File: src/rtl/keyframe_linear_interpolator_core_defines.svh
// Assertion macros used by the keyframe interpolator controller.
`ifndef KEYFRAME_LINEAR_INTERPOLATOR_CORE_DEFINES_SVH
`define KEYFRAME_LINEAR_INTERPOLATOR_CORE_DEFINES_SVH
// Implication checked on every clock edge outside reset.
`define KLI_ASSERT(lbl, clk, rst_n, prop, msg) \
  lbl: assert property (@(posedge clk) disable iff (!rst_n) (prop)) else $error(msg);
// Plain invariant that must hold even during reset.
`define KLI_ALWAYS(lbl, clk, prop, msg) \
  lbl: assert property (@(posedge clk) (prop)) else $error(msg);
`endif

File: src/rtl/kli_pkg.sv
// Package with shared constants, types and command codes of the interpolator.
package kli_pkg;
  localparam int unsigned MaxKeys     = 16;
  localparam int unsigned MaxChannels = 4;
  localparam int unsigned KeyIdxW     = $clog2(MaxKeys);
  localparam int unsigned ChanIdxW    = $clog2(MaxChannels);
  localparam int unsigned ValAddrW    = KeyIdxW + ChanIdxW;
  localparam int unsigned TimeW       = 16;
  localparam int unsigned ValueW      = 32;
  localparam int unsigned CfgIdxW     = 2;
  localparam int unsigned CfgDataW    = 5;

  localparam logic CmdWrite = 1'b0;
  localparam logic CmdQuery = 1'b1;

  localparam logic [CfgIdxW-1:0] CfgLoopEnable   = 2'd0;
  localparam logic [CfgIdxW-1:0] CfgKeyCount     = 2'd1;
  localparam logic [CfgIdxW-1:0] CfgChannelCount = 2'd2;

  typedef struct packed {
    logic                command;
    logic [1:0]          channel_sel;
    logic [3:0]          key_index;
    logic [TimeW-1:0]    key_time;
    logic signed [ValueW-1:0] key_value;
    logic [TimeW-1:0]    query_time;
  } in_item_t;

  typedef struct packed {
    logic [1:0]               out_channel;
    logic signed [ValueW-1:0] out_value;
    logic                     last;
  } out_item_t;

  typedef enum logic [3:0] {
    StIdle, StModStart, StModWait, StLastRd, StSearchRd, StSearchCmp,
    StValRd, StValLatch, StDivStart, StDivWait, StEmit
  } ctrl_state_e;

  // Commands from controller to datapath.
  typedef struct packed {
    logic                load_query;
    logic                do_write;
    logic                time_rd;
    logic [KeyIdxW-1:0]  time_addr;
    logic                mod_start;
    logic                mod_take;
    logic                cmp_take;
    logic                val_rd;
    logic [ValAddrW-1:0] val_addr;
    logic                val_take_a;
    logic                div_start;
    logic                emit_load;
    logic                emit_held;
    logic [ChanIdxW-1:0] emit_ch;
    logic                emit_last;
    logic                emit_hold;
  } dp_cmd_t;

  // Status from datapath to controller.
  typedef struct packed {
    logic mod_done;
    logic div_done;
    logic t_lt_key;
    logic t_mod_on;
    logic equal_times;
  } dp_sts_t;
endpackage

File: src/rtl/kli_stream_if.sv
// Valid/ready stream interface carrying one payload beat.
interface kli_stream_if #(parameter type T = logic);
  logic valid;
  logic ready;
  T     data;
  modport source (output valid, output data, input ready);
  modport sink (input valid, input data, output ready);
endinterface

File: src/rtl/kli_ram.sv
// Generic single-port RAM with registered read.
module kli_ram #(
  parameter int unsigned Width = 32,
  parameter int unsigned Depth = 16
) (
  input  logic                     clk_i,
  input  logic                     we_i,
  input  logic                     re_i,
  input  logic [$clog2(Depth)-1:0] addr_i,
  input  logic [Width-1:0]         wdata_i,
  output logic [Width-1:0]         rdata_o
);
  logic [Width-1:0] mem_q [Depth];
  logic [Width-1:0] rdata_q;

  // Write has priority; a read returns the stored word in the next cycle.
  always_ff @(posedge clk_i) begin
    if (we_i) begin
      mem_q[addr_i] <= wdata_i;
    end else if (re_i) begin
      rdata_q <= mem_q[addr_i];
    end
  end
  assign rdata_o = rdata_q;
endmodule

File: src/rtl/kli_divider.sv
// Iterative restoring unsigned divider, one quotient bit per cycle.
module kli_divider (
  input  logic        clk_i,
  input  logic        rst_ni,
  input  logic        start_i,
  input  logic [63:0] dividend_i,
  input  logic [31:0] divisor_i,
  output logic        done_o,
  output logic [63:0] quot_o,
  output logic [31:0] rem_o
);
  logic [63:0] quot_q, quot_d;
  logic [32:0] rem_q, rem_d;
  logic [31:0] div_q, div_d;
  logic [6:0]  cnt_q, cnt_d;
  logic        busy_q, busy_d;
  logic [32:0] trial;

  // One shift-subtract step per cycle.
  always_comb begin
    quot_d = quot_q;
    rem_d  = rem_q;
    div_d  = div_q;
    cnt_d  = cnt_q;
    busy_d = busy_q;
    trial  = {rem_q[31:0], quot_q[63]} - {1'b0, div_q};
    if (start_i) begin
      quot_d = dividend_i;
      rem_d  = '0;
      div_d  = divisor_i;
      cnt_d  = 7'd64;
      busy_d = 1'b1;
    end else if (busy_q) begin
      if (!trial[32]) begin
        rem_d = trial;
      end else begin
        rem_d = {rem_q[31:0], quot_q[63]};
      end
      quot_d = {quot_q[62:0], !trial[32]};
      cnt_d  = cnt_q - 7'd1;
      if (cnt_q == 7'd1) begin
        busy_d = 1'b0;
      end
    end
  end

  always_ff @(posedge clk_i or negedge rst_ni) begin
    if (!rst_ni) begin
      busy_q <= 1'b0;
      cnt_q  <= '0;
    end else begin
      busy_q <= busy_d;
      cnt_q  <= cnt_d;
    end
  end

  always_ff @(posedge clk_i) begin
    quot_q <= quot_d;
    rem_q  <= rem_d;
    div_q  <= div_d;
  end

  assign done_o = busy_q && (cnt_q == 7'd1);
  assign quot_o = quot_d;
  assign rem_o  = rem_d[31:0];
endmodule

File: src/rtl/kli_datapath.sv
// Datapath: key tables, time reduction, search compare and interpolation.
module kli_datapath (
  input  logic                   clk_i,
  input  logic                   rst_ni,
  input  kli_pkg::in_item_t      in_i,
  input  logic                   loop_en_i,
  input  kli_pkg::dp_cmd_t       cmd_i,
  output kli_pkg::dp_sts_t       sts_o,
  output kli_pkg::out_item_t     out_o
);
  logic [kli_pkg::TimeW-1:0]  t_q, t_d, from_q, to_q;
  logic [kli_pkg::TimeW-1:0]  time_rd;
  logic signed [31:0]         val_rd, a_q;
  logic                       neg_q;
  kli_pkg::out_item_t         out_q;
  logic [63:0]                dividend, quot;
  logic [31:0]                divisor, rem;
  logic                       div_start, div_done;
  logic signed [32:0]         diff;
  logic signed [16:0]         num;
  logic signed [16:0]         den_s;
  logic [15:0]                den_mag;
  logic signed [49:0]         prod;
  logic [49:0]                mag;
  logic signed [50:0]         sum;
  logic [kli_pkg::KeyIdxW-1:0] taddr;
  logic [kli_pkg::ValAddrW-1:0] vaddr;
  logic signed [31:0]         sat;
  logic [49:0]                prod_q;
  logic [15:0]                den_q;

  assign taddr = cmd_i.do_write ? in_i.key_index[kli_pkg::KeyIdxW-1:0] : cmd_i.time_addr;
  assign vaddr = cmd_i.do_write ?
                 {in_i.channel_sel[kli_pkg::ChanIdxW-1:0],
                  in_i.key_index[kli_pkg::KeyIdxW-1:0]} : cmd_i.val_addr;

  kli_ram #(.Width(kli_pkg::TimeW), .Depth(kli_pkg::MaxKeys)) u_time_ram (
    .clk_i, .we_i(cmd_i.do_write), .re_i(cmd_i.time_rd), .addr_i(taddr),
    .wdata_i(in_i.key_time), .rdata_o(time_rd)
  );
  kli_ram #(.Width(32), .Depth(kli_pkg::MaxKeys * kli_pkg::MaxChannels)) u_val_ram (
    .clk_i, .we_i(cmd_i.do_write), .re_i(cmd_i.val_rd), .addr_i(vaddr),
    .wdata_i(in_i.key_value), .rdata_o(val_rd)
  );

  // Product (b - a) * (t - from), registered before the divider.
  assign diff = 33'(signed'({val_rd[31], val_rd})) - 33'(signed'({a_q[31], a_q}));
  assign num  = 17'(signed'({1'b0, t_q})) - 17'(signed'({1'b0, from_q}));

  // Key times need not ascend, so the segment length carries a sign too.
  assign den_s   = 17'(signed'({1'b0, to_q})) - 17'(signed'({1'b0, from_q}));
  assign den_mag = den_s[16] ? 16'(-den_s) : den_s[15:0];

  always_comb begin
    prod = 50'(diff) * 50'(num);
    mag  = prod[49] ? 50'(-prod) : 50'(prod);
  end

  // Divider is shared by the modulo reduction and the rounding quotient.
  assign div_start = cmd_i.mod_start | cmd_i.div_start;
  assign dividend  = cmd_i.mod_start ? 64'(t_q) : {13'd0, prod_q, 1'b0} + 64'(den_q);
  assign divisor   = cmd_i.mod_start ? 32'(time_rd) : {15'd0, den_q, 1'b0};

  kli_divider u_div (
    .clk_i, .rst_ni, .start_i(div_start), .dividend_i(dividend), .divisor_i(divisor),
    .done_o(div_done), .quot_o(quot), .rem_o(rem)
  );

  assign sum = neg_q ? 51'(a_q) - 51'(quot[50:0]) : 51'(a_q) + 51'(quot[50:0]);
  always_comb begin
    if (sum > 51'sd2147483647) begin
      sat = 32'sh7fffffff;
    end else if (sum < -51'sd2147483648) begin
      sat = 32'sh80000000;
    end else begin
      sat = sum[31:0];
    end
  end

  always_comb begin
    t_d = t_q;
    if (cmd_i.load_query) begin
      t_d = in_i.query_time;
    end else if (cmd_i.mod_take) begin
      t_d = rem[kli_pkg::TimeW-1:0];
    end
  end

  // Working registers of the datapath.
  always_ff @(posedge clk_i) begin
    t_q <= t_d;
    if (cmd_i.cmp_take) begin
      to_q   <= time_rd;
      from_q <= to_q;
    end
    if (cmd_i.load_query) begin
      to_q <= '0;
    end
    if (cmd_i.val_take_a) begin
      a_q <= val_rd;
    end
    if (cmd_i.emit_hold) begin
      prod_q <= mag;
      neg_q  <= prod[49] ^ den_s[16];
      den_q  <= den_mag;
    end
  end

  // Output register; load picks the held value or the interpolated one.
  always_ff @(posedge clk_i or negedge rst_ni) begin
    if (!rst_ni) begin
      out_q <= '0;
    end else if (cmd_i.emit_load) begin
      out_q.out_channel <= 2'(cmd_i.emit_ch);
      out_q.last        <= cmd_i.emit_last;
      out_q.out_value   <= cmd_i.emit_held ? a_q : sat;
    end
  end

  assign sts_o.mod_done    = div_done;
  assign sts_o.div_done    = div_done;
  assign sts_o.t_lt_key    = t_q < time_rd;
  assign sts_o.t_mod_on    = loop_en_i && (time_rd != '0);
  assign sts_o.equal_times = (to_q == from_q);
  assign out_o = out_q;
endmodule

File: src/rtl/kli_controller.sv
// Controller: sequences write, modulo, key search and per-channel interpolation.
`include "keyframe_linear_interpolator_core_defines.svh"
module kli_controller (
  input  logic                 clk_i,
  input  logic                 rst_ni,
  input  logic                 in_valid_i,
  input  logic                 in_cmd_i,
  output logic                 in_ready_o,
  output logic                 out_valid_o,
  input  logic                 out_ready_i,
  input  logic [4:0]           key_count_i,
  input  logic [2:0]           chan_count_i,
  input  kli_pkg::dp_sts_t     sts_i,
  output kli_pkg::dp_cmd_t     cmd_o
);
  kli_pkg::ctrl_state_e state_q, state_d;
  logic [4:0] k_q, k_d;
  logic [4:0] kc;
  logic [2:0] cc;
  logic [2:0] ch_q, ch_d;
  logic       found_q, found_d;
  logic       ovalid_q, ovalid_d;
  logic [kli_pkg::KeyIdxW-1:0] last_idx;
  logic [kli_pkg::KeyIdxW-1:0] row_k;
  logic       take_in;

  // Clamp register values to the supported range.
  always_comb begin
    kc = key_count_i;
    if (kc == 5'd0) kc = 5'd1;
    if (kc > 5'(kli_pkg::MaxKeys)) kc = 5'(kli_pkg::MaxKeys);
    cc = chan_count_i;
    if (cc == 3'd0) cc = 3'd1;
    if (cc > 3'(kli_pkg::MaxChannels)) cc = 3'(kli_pkg::MaxChannels);
  end
  assign last_idx = 4'(kc - 5'd1);
  assign row_k    = found_q ? k_q[3:0] : last_idx;

  assign in_ready_o  = (state_q == kli_pkg::StIdle) && !ovalid_q;
  assign take_in     = in_valid_i && in_ready_o;
  assign out_valid_o = ovalid_q;

  always_comb begin
    state_d  = state_q;
    k_d      = k_q;
    ch_d     = ch_q;
    found_d  = found_q;
    ovalid_d = ovalid_q && !out_ready_i;
    cmd_o    = '0;
    cmd_o.emit_ch   = 2'(ch_q);
    cmd_o.emit_last = (ch_q + 3'd1 == cc);
    case (state_q)
      kli_pkg::StIdle: begin
        if (take_in) begin
          if (in_cmd_i == kli_pkg::CmdWrite) begin
            cmd_o.do_write = 1'b1;
          end else begin
            cmd_o.load_query = 1'b1;
            cmd_o.time_rd    = 1'b1;
            cmd_o.time_addr  = last_idx;
            ch_d    = '0;
            state_d = kli_pkg::StModStart;
          end
        end
      end
      kli_pkg::StModStart: begin
        if (sts_i.t_mod_on) begin
          cmd_o.mod_start = 1'b1;
          state_d = kli_pkg::StModWait;
        end else begin
          state_d = kli_pkg::StLastRd;
        end
      end
      kli_pkg::StModWait: begin
        if (sts_i.mod_done) begin
          cmd_o.mod_take = 1'b1;
          state_d = kli_pkg::StLastRd;
        end
      end
      kli_pkg::StLastRd: begin
        // Read key 0 to seed the segment start.
        cmd_o.time_rd   = 1'b1;
        cmd_o.time_addr = '0;
        k_d     = 5'd1;
        found_d = 1'b0;
        state_d = kli_pkg::StSearchRd;
      end
      kli_pkg::StSearchRd: begin
        cmd_o.cmp_take = 1'b1;
        if (k_q >= kc) begin
          state_d = kli_pkg::StValRd;
        end else begin
          cmd_o.time_rd   = 1'b1;
          cmd_o.time_addr = k_q[3:0];
          state_d = kli_pkg::StSearchCmp;
        end
      end
      kli_pkg::StSearchCmp: begin
        if (sts_i.t_lt_key) begin
          cmd_o.cmp_take = 1'b1;
          found_d = 1'b1;
          state_d = kli_pkg::StValRd;
        end else begin
          k_d     = k_q + 5'd1;
          state_d = kli_pkg::StSearchRd;
        end
      end
      kli_pkg::StValRd: begin
        // Fetch the earlier value, or the held value when nothing was found.
        if (!ovalid_q || out_ready_i) begin
          cmd_o.val_rd   = 1'b1;
          cmd_o.val_addr = {2'(ch_q), found_q ? 4'(k_q - 5'd1) : row_k};
          state_d = kli_pkg::StValLatch;
        end
      end
      kli_pkg::StValLatch: begin
        cmd_o.val_take_a = 1'b1;
        cmd_o.val_rd     = 1'b1;
        cmd_o.val_addr   = {2'(ch_q), row_k};
        state_d = kli_pkg::StDivStart;
      end
      kli_pkg::StDivStart: begin
        if (!found_q || sts_i.equal_times) begin
          cmd_o.emit_load = 1'b1;
          cmd_o.emit_held = 1'b1;
          state_d = kli_pkg::StEmit;
        end else begin
          cmd_o.emit_hold = 1'b1;
          state_d = kli_pkg::StDivWait;
        end
      end
      kli_pkg::StDivWait: begin
        cmd_o.div_start = 1'b1;
        state_d = kli_pkg::StEmit;
      end
      kli_pkg::StEmit: begin
        if (sts_i.div_done || !found_q || sts_i.equal_times) begin
          if (found_q && !sts_i.equal_times) begin
            cmd_o.emit_load = 1'b1;
          end
          ovalid_d = 1'b1;
          ch_d     = ch_q + 3'd1;
          if (ch_q + 3'd1 == cc) begin
            state_d = kli_pkg::StIdle;
          end else begin
            state_d = kli_pkg::StValRd;
          end
        end
      end
      default: state_d = kli_pkg::StIdle;
    endcase
  end

  always_ff @(posedge clk_i or negedge rst_ni) begin
    if (!rst_ni) begin
      state_q  <= kli_pkg::StIdle;
      k_q      <= '0;
      ch_q     <= '0;
      found_q  <= 1'b0;
      ovalid_q <= 1'b0;
    end else begin
      state_q  <= state_d;
      k_q      <= k_d;
      ch_q     <= ch_d;
      found_q  <= found_d;
      ovalid_q <= ovalid_d;
    end
  end

  // Checks on the sequencing.
  `KLI_ASSERT(a_no_accept_busy, clk_i, rst_ni,
              (state_q != kli_pkg::StIdle) |-> !in_ready_o, "input taken while busy")
  `KLI_ASSERT(a_search_bound, clk_i, rst_ni,
              (state_q == kli_pkg::StSearchCmp) |-> (k_q < kc), "search beyond key count")
  `KLI_ASSERT(a_ch_bound, clk_i, rst_ni,
              (state_q == kli_pkg::StValRd) |-> (ch_q < cc), "channel beyond count")
endmodule

File: src/rtl/keyframe_linear_interpolator_core.sv
// Keyframe linear interpolator: top level joining controller and datapath.
// A write beat stores one key time and value. A query beat first reduces the
// query time modulo the last key time in looped mode, then walks the key times
// one key at a time, and then for each channel runs the shared iterative divide
// for the rounded quotient, or returns a held key value when no later key is
// found or the segment has zero length; the iterative divider and any output
// stalls set the query rate. Results leave through a registered output
// beat, one per channel, and a new beat is taken once the last one has left.
module keyframe_linear_interpolator_core (
  input  logic                                clk_i,
  input  logic                                rst_ni,
  kli_stream_if.sink                          in_if,
  kli_stream_if.source                        out_if,
  input  logic                                cfg_we_i,
  input  logic [kli_pkg::CfgIdxW-1:0]         cfg_idx_i,
  input  logic [kli_pkg::CfgDataW-1:0]        cfg_data_i
);
  logic                loop_en_q;
  logic [4:0]          key_count_q;
  logic [2:0]          chan_count_q;
  kli_pkg::dp_cmd_t    cmd;
  kli_pkg::dp_sts_t    sts;
  kli_pkg::in_item_t   in_item;
  kli_pkg::out_item_t  out_item;

  // Configuration registers.
  always_ff @(posedge clk_i or negedge rst_ni) begin
    if (!rst_ni) begin
      loop_en_q    <= 1'b0;
      key_count_q  <= 5'd1;
      chan_count_q <= 3'd1;
    end else if (cfg_we_i) begin
      case (cfg_idx_i)
        kli_pkg::CfgLoopEnable:   loop_en_q    <= cfg_data_i[0];
        kli_pkg::CfgKeyCount:     key_count_q  <= cfg_data_i;
        kli_pkg::CfgChannelCount: chan_count_q <= cfg_data_i[2:0];
        default: ;
      endcase
    end
  end

  assign in_item     = in_if.data;
  assign out_if.data = out_item;

  kli_controller u_ctrl (
    .clk_i, .rst_ni,
    .in_valid_i(in_if.valid), .in_cmd_i(in_item.command), .in_ready_o(in_if.ready),
    .out_valid_o(out_if.valid), .out_ready_i(out_if.ready),
    .key_count_i(key_count_q), .chan_count_i(chan_count_q),
    .sts_i(sts), .cmd_o(cmd)
  );

  kli_datapath u_dp (
    .clk_i, .rst_ni, .in_i(in_item), .loop_en_i(loop_en_q),
    .cmd_i(cmd), .sts_o(sts), .out_o(out_item)
  );
endmodule
File: src/flat_wrapper.sv
// flat-port wrapper written by rule: the top's interface ports become plain ports
module keyframe_linear_interpolator_core_flat 
  (clk_i, rst_ni, cfg_we_i, cfg_idx_i, cfg_data_i, in_if_valid, in_if_data, in_if_ready, out_if_valid, out_if_data, out_if_ready);
  kli_stream_if in_if_i ();
  kli_stream_if out_if_i ();
  input  logic clk_i;
  input  logic rst_ni;
  input  logic cfg_we_i;
  input  logic [kli_pkg::CfgIdxW-1:0] cfg_idx_i;
  input  logic [kli_pkg::CfgDataW-1:0] cfg_data_i;
  input wire logic [$bits(in_if_i.valid)-1:0] in_if_valid;
  input wire logic [$bits(in_if_i.data)-1:0] in_if_data;
  output wire logic [$bits(in_if_i.ready)-1:0] in_if_ready;
  output wire logic [$bits(out_if_i.valid)-1:0] out_if_valid;
  output wire logic [$bits(out_if_i.data)-1:0] out_if_data;
  input wire logic [$bits(out_if_i.ready)-1:0] out_if_ready;
  assign in_if_i.valid = in_if_valid;
  assign in_if_i.data = in_if_data;
  assign in_if_ready = in_if_i.ready;
  assign out_if_valid = out_if_i.valid;
  assign out_if_data = out_if_i.data;
  assign out_if_i.ready = out_if_ready;
  keyframe_linear_interpolator_core u_core (.clk_i(clk_i), .rst_ni(rst_ni), .in_if(in_if_i), .out_if(out_if_i), .cfg_we_i(cfg_we_i), .cfg_idx_i(cfg_idx_i), .cfg_data_i(cfg_data_i));
endmodule
File: config.mk
export PLATFORM = sky130hd
export DESIGN_NAME = keyframe_linear_interpolator_core_flat
export DESIGN_NICKNAME = d
export VERILOG_FILES = /design/src/rtl/kli_pkg.sv /design/src/rtl/kli_stream_if.sv /design/src/rtl/kli_ram.sv /design/src/rtl/kli_divider.sv /design/src/rtl/kli_datapath.sv /design/src/rtl/kli_controller.sv /design/src/rtl/keyframe_linear_interpolator_core.sv /design/src/flat_wrapper.sv
export VERILOG_INCLUDE_DIRS = /design/src /design/src/rtl
export SDC_FILE = /design/constraint.sdc
export NUM_CORES = 1
export LEC_CHECK = 0
export BUFFER_PORTS_ARGS = -buffer_cell sky130_fd_sc_hd__buf_4
export CAP_MARGIN = 20
export CORE_MARGIN = 2
export CORE_UTILIZATION = 57
export DETAILED_ROUTE_END_ITERATION = 12
export PLACE_DENSITY = 0.78
export SLEW_MARGIN = 25
export SYNTH_ARGS = -nofsm -noshare
export SYNTH_HDL_FRONTEND = slang
export SYNTH_SLANG_ARGS = --single-unit
export TNS_END_PERCENT = 10
File: constraint.sdc
create_clock -name clk_i -period 2 [get_ports clk_i]
set_input_delay 0.4 -clock clk_i [delete_from_list [all_inputs] [get_ports clk_i]]
set_output_delay 0.4 -clock clk_i [all_outputs]
set_load 0.005 [all_outputs]
==> impl_metrics.py <==
metrics = {
    "run_status": {
        "outcome": "complete, no violations",
    },
    "drt": {
        "ant_nets": 0,
        "routed_wirelength_um": 2780,
        "initialDrtViolationCount": 31,
        "wl_per_cell_um": 14.0,
        "vias": 1120,
        "drcViolationCount": 0,
        "firstDrtPassIters": 4,
        "vias_per_cell": 5.66,
    },
    "min_path": {
        "hold_depth": 2,
        "min_to": "u_core.key_count_q[4]$_DFFE_PN0P_",
        "hold_start": "cfg_data_i[4]",
        "worstHoldPathType": "input pin to flop",
    },
    "worst_setup_path": {
        "cp.required_ps": 1600,
        "timing.rr.end": "u_core.u_ctrl.state_q[0]$_DFFE_PN0P_",
        "cp.arrival_ps": 1470,
        "crit_fanout": 5,
        "reg2reg_depth": 9,
        "cp_slowest_cell": "dfrtp_1",
        "end_kind": "output pin",
        "crit_chain": "nor2_2 > nor4b_1 > buf_4",
        "slowest_delay_ps": 480,
        "rr_startpoint": "u_core.key_count_q[1]$_DFFE_PN0P_",
        "path_class": "flop to output pin",
        "reg2reg_slack_ps": 130,
        "startpoint_type": "flop",
    },
    "power": {
        "p_total_mw": 2.25,
        "powerDensity_nw_per_um2": 1270,
        "peakVddDrop_v": 0.000820,
        "p_leak_nw": 0.835,
    },
    "global_route": {
        "grt_pass1_wl_um": 4870,
        "grt_pass1_vias": 1112,
        "overflow": 0,
        "grtUsageTotal": 0.202,
        "grt_antenna_before_repair": 0,
        "grt_start_max_net_pins": 31,
    },
    "clock_network": {
        "cts_max_level": 2,
        "root_buffer": "clkbuf_4",
        "insertion_delay_ps": 340,
        "cts_tree": "done",
        "clock-sinks": 30,
        "numCtsBuffers": 5,
        "cts_buffer_depth": 2,
        "cts_setup_buffers": 0,
        "clk_pin_slew_ps": 100,
    },
    "floorplan": {
        "dieWidth_um": 56.6,
        "design.core.area_um2": 2690,
        "die-area_um2": 3200,
        "fp.dieH_um": 56.6,
        "rows": 19,
        "start_util": 0.586,
        "pin_count": 16,
    },
    "timing": {
        "max_freq_mhz": 536,
        "hold_viol": 0,
        "period_share": 0.934,
        "slew_violations": 0,
        "grt_setup_unrepaired": "no",
        "setup_viol": 0,
        "whs_ps": 297,
        "fin_skew_ps": 13.1,
        "maxSlewHeadroom": 0.756,
        "worst_pin_slew_ps": 365,
        "fin_setup_tns_ps": 0,
        "finalCriticalPeriod_ps": 1870,
    },
    "finish": {
        "final_cell_mix": "dfrtp_1 (28), nand2_1 (17), buf_4 (13)",
        "nNetsFinal": 188,
        "layout_commonest_cell": "dfrtp_1",
        "layout.cells.non_filler": 198,
        "area_growth_syn_to_layout_pct": 12.8,
        "utilization": 0.661,
        "antenna_cells": 0,
        "layout-drive-gt1-share": 0.234,
    },
    "yosys": {
        "synth_warnings": 0,
        "ys_ff_latch": 30,
        "synth_compound_area_frac": 0.0937,
        "yosys.area_share.simple": 0.208,
        "ys_types": 40,
        "muxShareOfSynthArea": 0.0707,
        "synth_top_family_by_area": "simple AND/OR/NAND/NOR gates",
        "ys_async_sr_fraction": 1.00,
        "synth_area_um2": 1580,
        "synthXorXnorAreaFrac": 0.0556,
        "avgSynthCellArea_um2": 10.6,
        "postSynthNetCount": 170,
        "synth_fa_ha_area_frac": 0.0715,
        "syn_inst": 148,
        "seq_area_frac_synth": 0.478,
        "synth_edf_count": 0,
        "synth_ff_type": "dfrtp_1",
    },
    "placement": {
        "gp_congestion": 0.748,
        "port_buffers": 13,
        "dp_hpwl_um": 1990,
        "dpl.cell_count": 189,
    },
    "flow_run": {
        "drv_cap": 0,
    },
}
[critical path, delay by kind of cell (launching register included)]
kind,cells,cell delay (ps)
AND/OR/NAND/NOR,2,480
buffers and inverters,1,170
flip-flops,1,480
[cells by family after synthesis]
| kind of cell | Yosys count |
|---|---|
| flops | 30 |
| simple gates | 58 |
| compound gates | 22 |
| mux | 10 |
| buf+inv | 9 |
| fa+ha+maj | 9 |
| xor+xnor | 10 |
[what timing repair did]
action | in CTS | in global routing
hold endpoints to repair | 28 | 0
endpoints found under the setup margin | 0 | 2
gates resized for setup | 0 | 2
hold buffers | 1 | 0
[cell type report]
class                   count  area, um2
inverters                   6       22.5
flip-flops and latches     30        753
fillers                   201        910
clock inverters             1       5.00
clock buffers               7       55.1
multi-input cells         109        795
repair buffers             14        108
well taps                  31       38.8
[worst max-delay path by stage]
stage,startpoint,to,slack [ps]
finish,u_core.u_ctrl.state_q[1]$_DFFE_PN0P_,in_if_ready,130
global route,u_core.key_count_q[1]$_DFFE_PN0P_,u_core.u_ctrl.state_q[0]$_DFFE_PN0P_,20
CTS,u_core.u_ctrl.state_q[1]$_DFFE_PN0P_,in_if_ready,100
detailed placement,u_core.key_count_q[1]$_DFFE_PN0P_,u_core.u_ctrl.state_q[0]$_DFFE_PN0P_,140
global placement,u_core.key_count_q[1]$_DFFE_PN0P_,u_core.u_ctrl.state_q[0]$_DFFE_PN0P_,200
floorplan,u_core.key_count_q[1]$_DFFE_PN0P_,u_core.u_ctrl.state_q[0]$_DFFE_PN0P_,310
[sequential cells by signal, summed over array words and instances, names as in the netlist]
| register | count |
|---|---|
| u_core.u_dp.u_div.cnt_q | 7 |
| u_core.u_dp.out_o | 1 |
| u_core.u_ctrl.out_valid_o | 1 |
| u_core.key_count_q | 5 |
| u_core.u_ctrl.ch_q | 3 |
| u_core.u_dp.u_div.busy_q | 1 |
| u_core.u_ctrl.k_q | 5 |
| u_core.u_ctrl.state_q | 4 |
| u_core.chan_count_q | 3 |
[layer usage]
| layer | up-vias | part of all wire | GRT usage |
|---|---|---|---|
| met5 | - | 0 | 0 |
| met4 | 0 | 0.015 | 0.0748 |
| met3 | 6 | 0.049 | 0.0783 |
| met2 | 23 | 0.46 | 0.314 |
| met1 | 536 | 0.48 | 0.255 |
| li1 | 555 | - | - |
[stage by stage]
stage / setup slack (ps) / instance area, um2
after floorplan: 308 / 1580
after global placement: 203 / 1700
after detailed placement: 144 / 1700
after CTS: 98.7 / 1770
after global routing: 22.9 / 1780
final: 133 / 1780
[power breakdown]
part / switching, mW / internal, mW
Clock: 0.208 / 0.170
Sequential: 0.264 / 0.813
Combinational: 0.375 / 0.420
Total: 0.846 / 1.40
[cell usage after synthesis (2+ instances only)]
master | instances | area share
a21o_1 | 2 | 0.0095
a21oi_1 | 4 | 0.013
a31oi_1 | 2 | 0.0079
clkbuf_1 | 2 | 0.0048
dfrtp_1 | 28 | 0.44
dfstp_2 | 2 | 0.033
ha_1 | 9 | 0.071
inv_1 | 6 | 0.014
mux2_2 | 9 | 0.064
nand2_1 | 17 | 0.041
nand2b_1 | 5 | 0.020
nand3_1 | 2 | 0.0064
nand3b_1 | 3 | 0.014
nand4_1 | 3 | 0.012
nor2_1 | 13 | 0.031
nor3_1 | 3 | 0.0095
nor4b_2 | 2 | 0.019
o211ai_1 | 2 | 0.0095
o21a_1 | 2 | 0.0095
o21ai_0 | 2 | 0.0064
o21ai_1 | 3 | 0.0095
xnor2_1 | 6 | 0.033
xor2_1 | 4 | 0.022
Note: power is estimated with default switching activity, not from simulation.
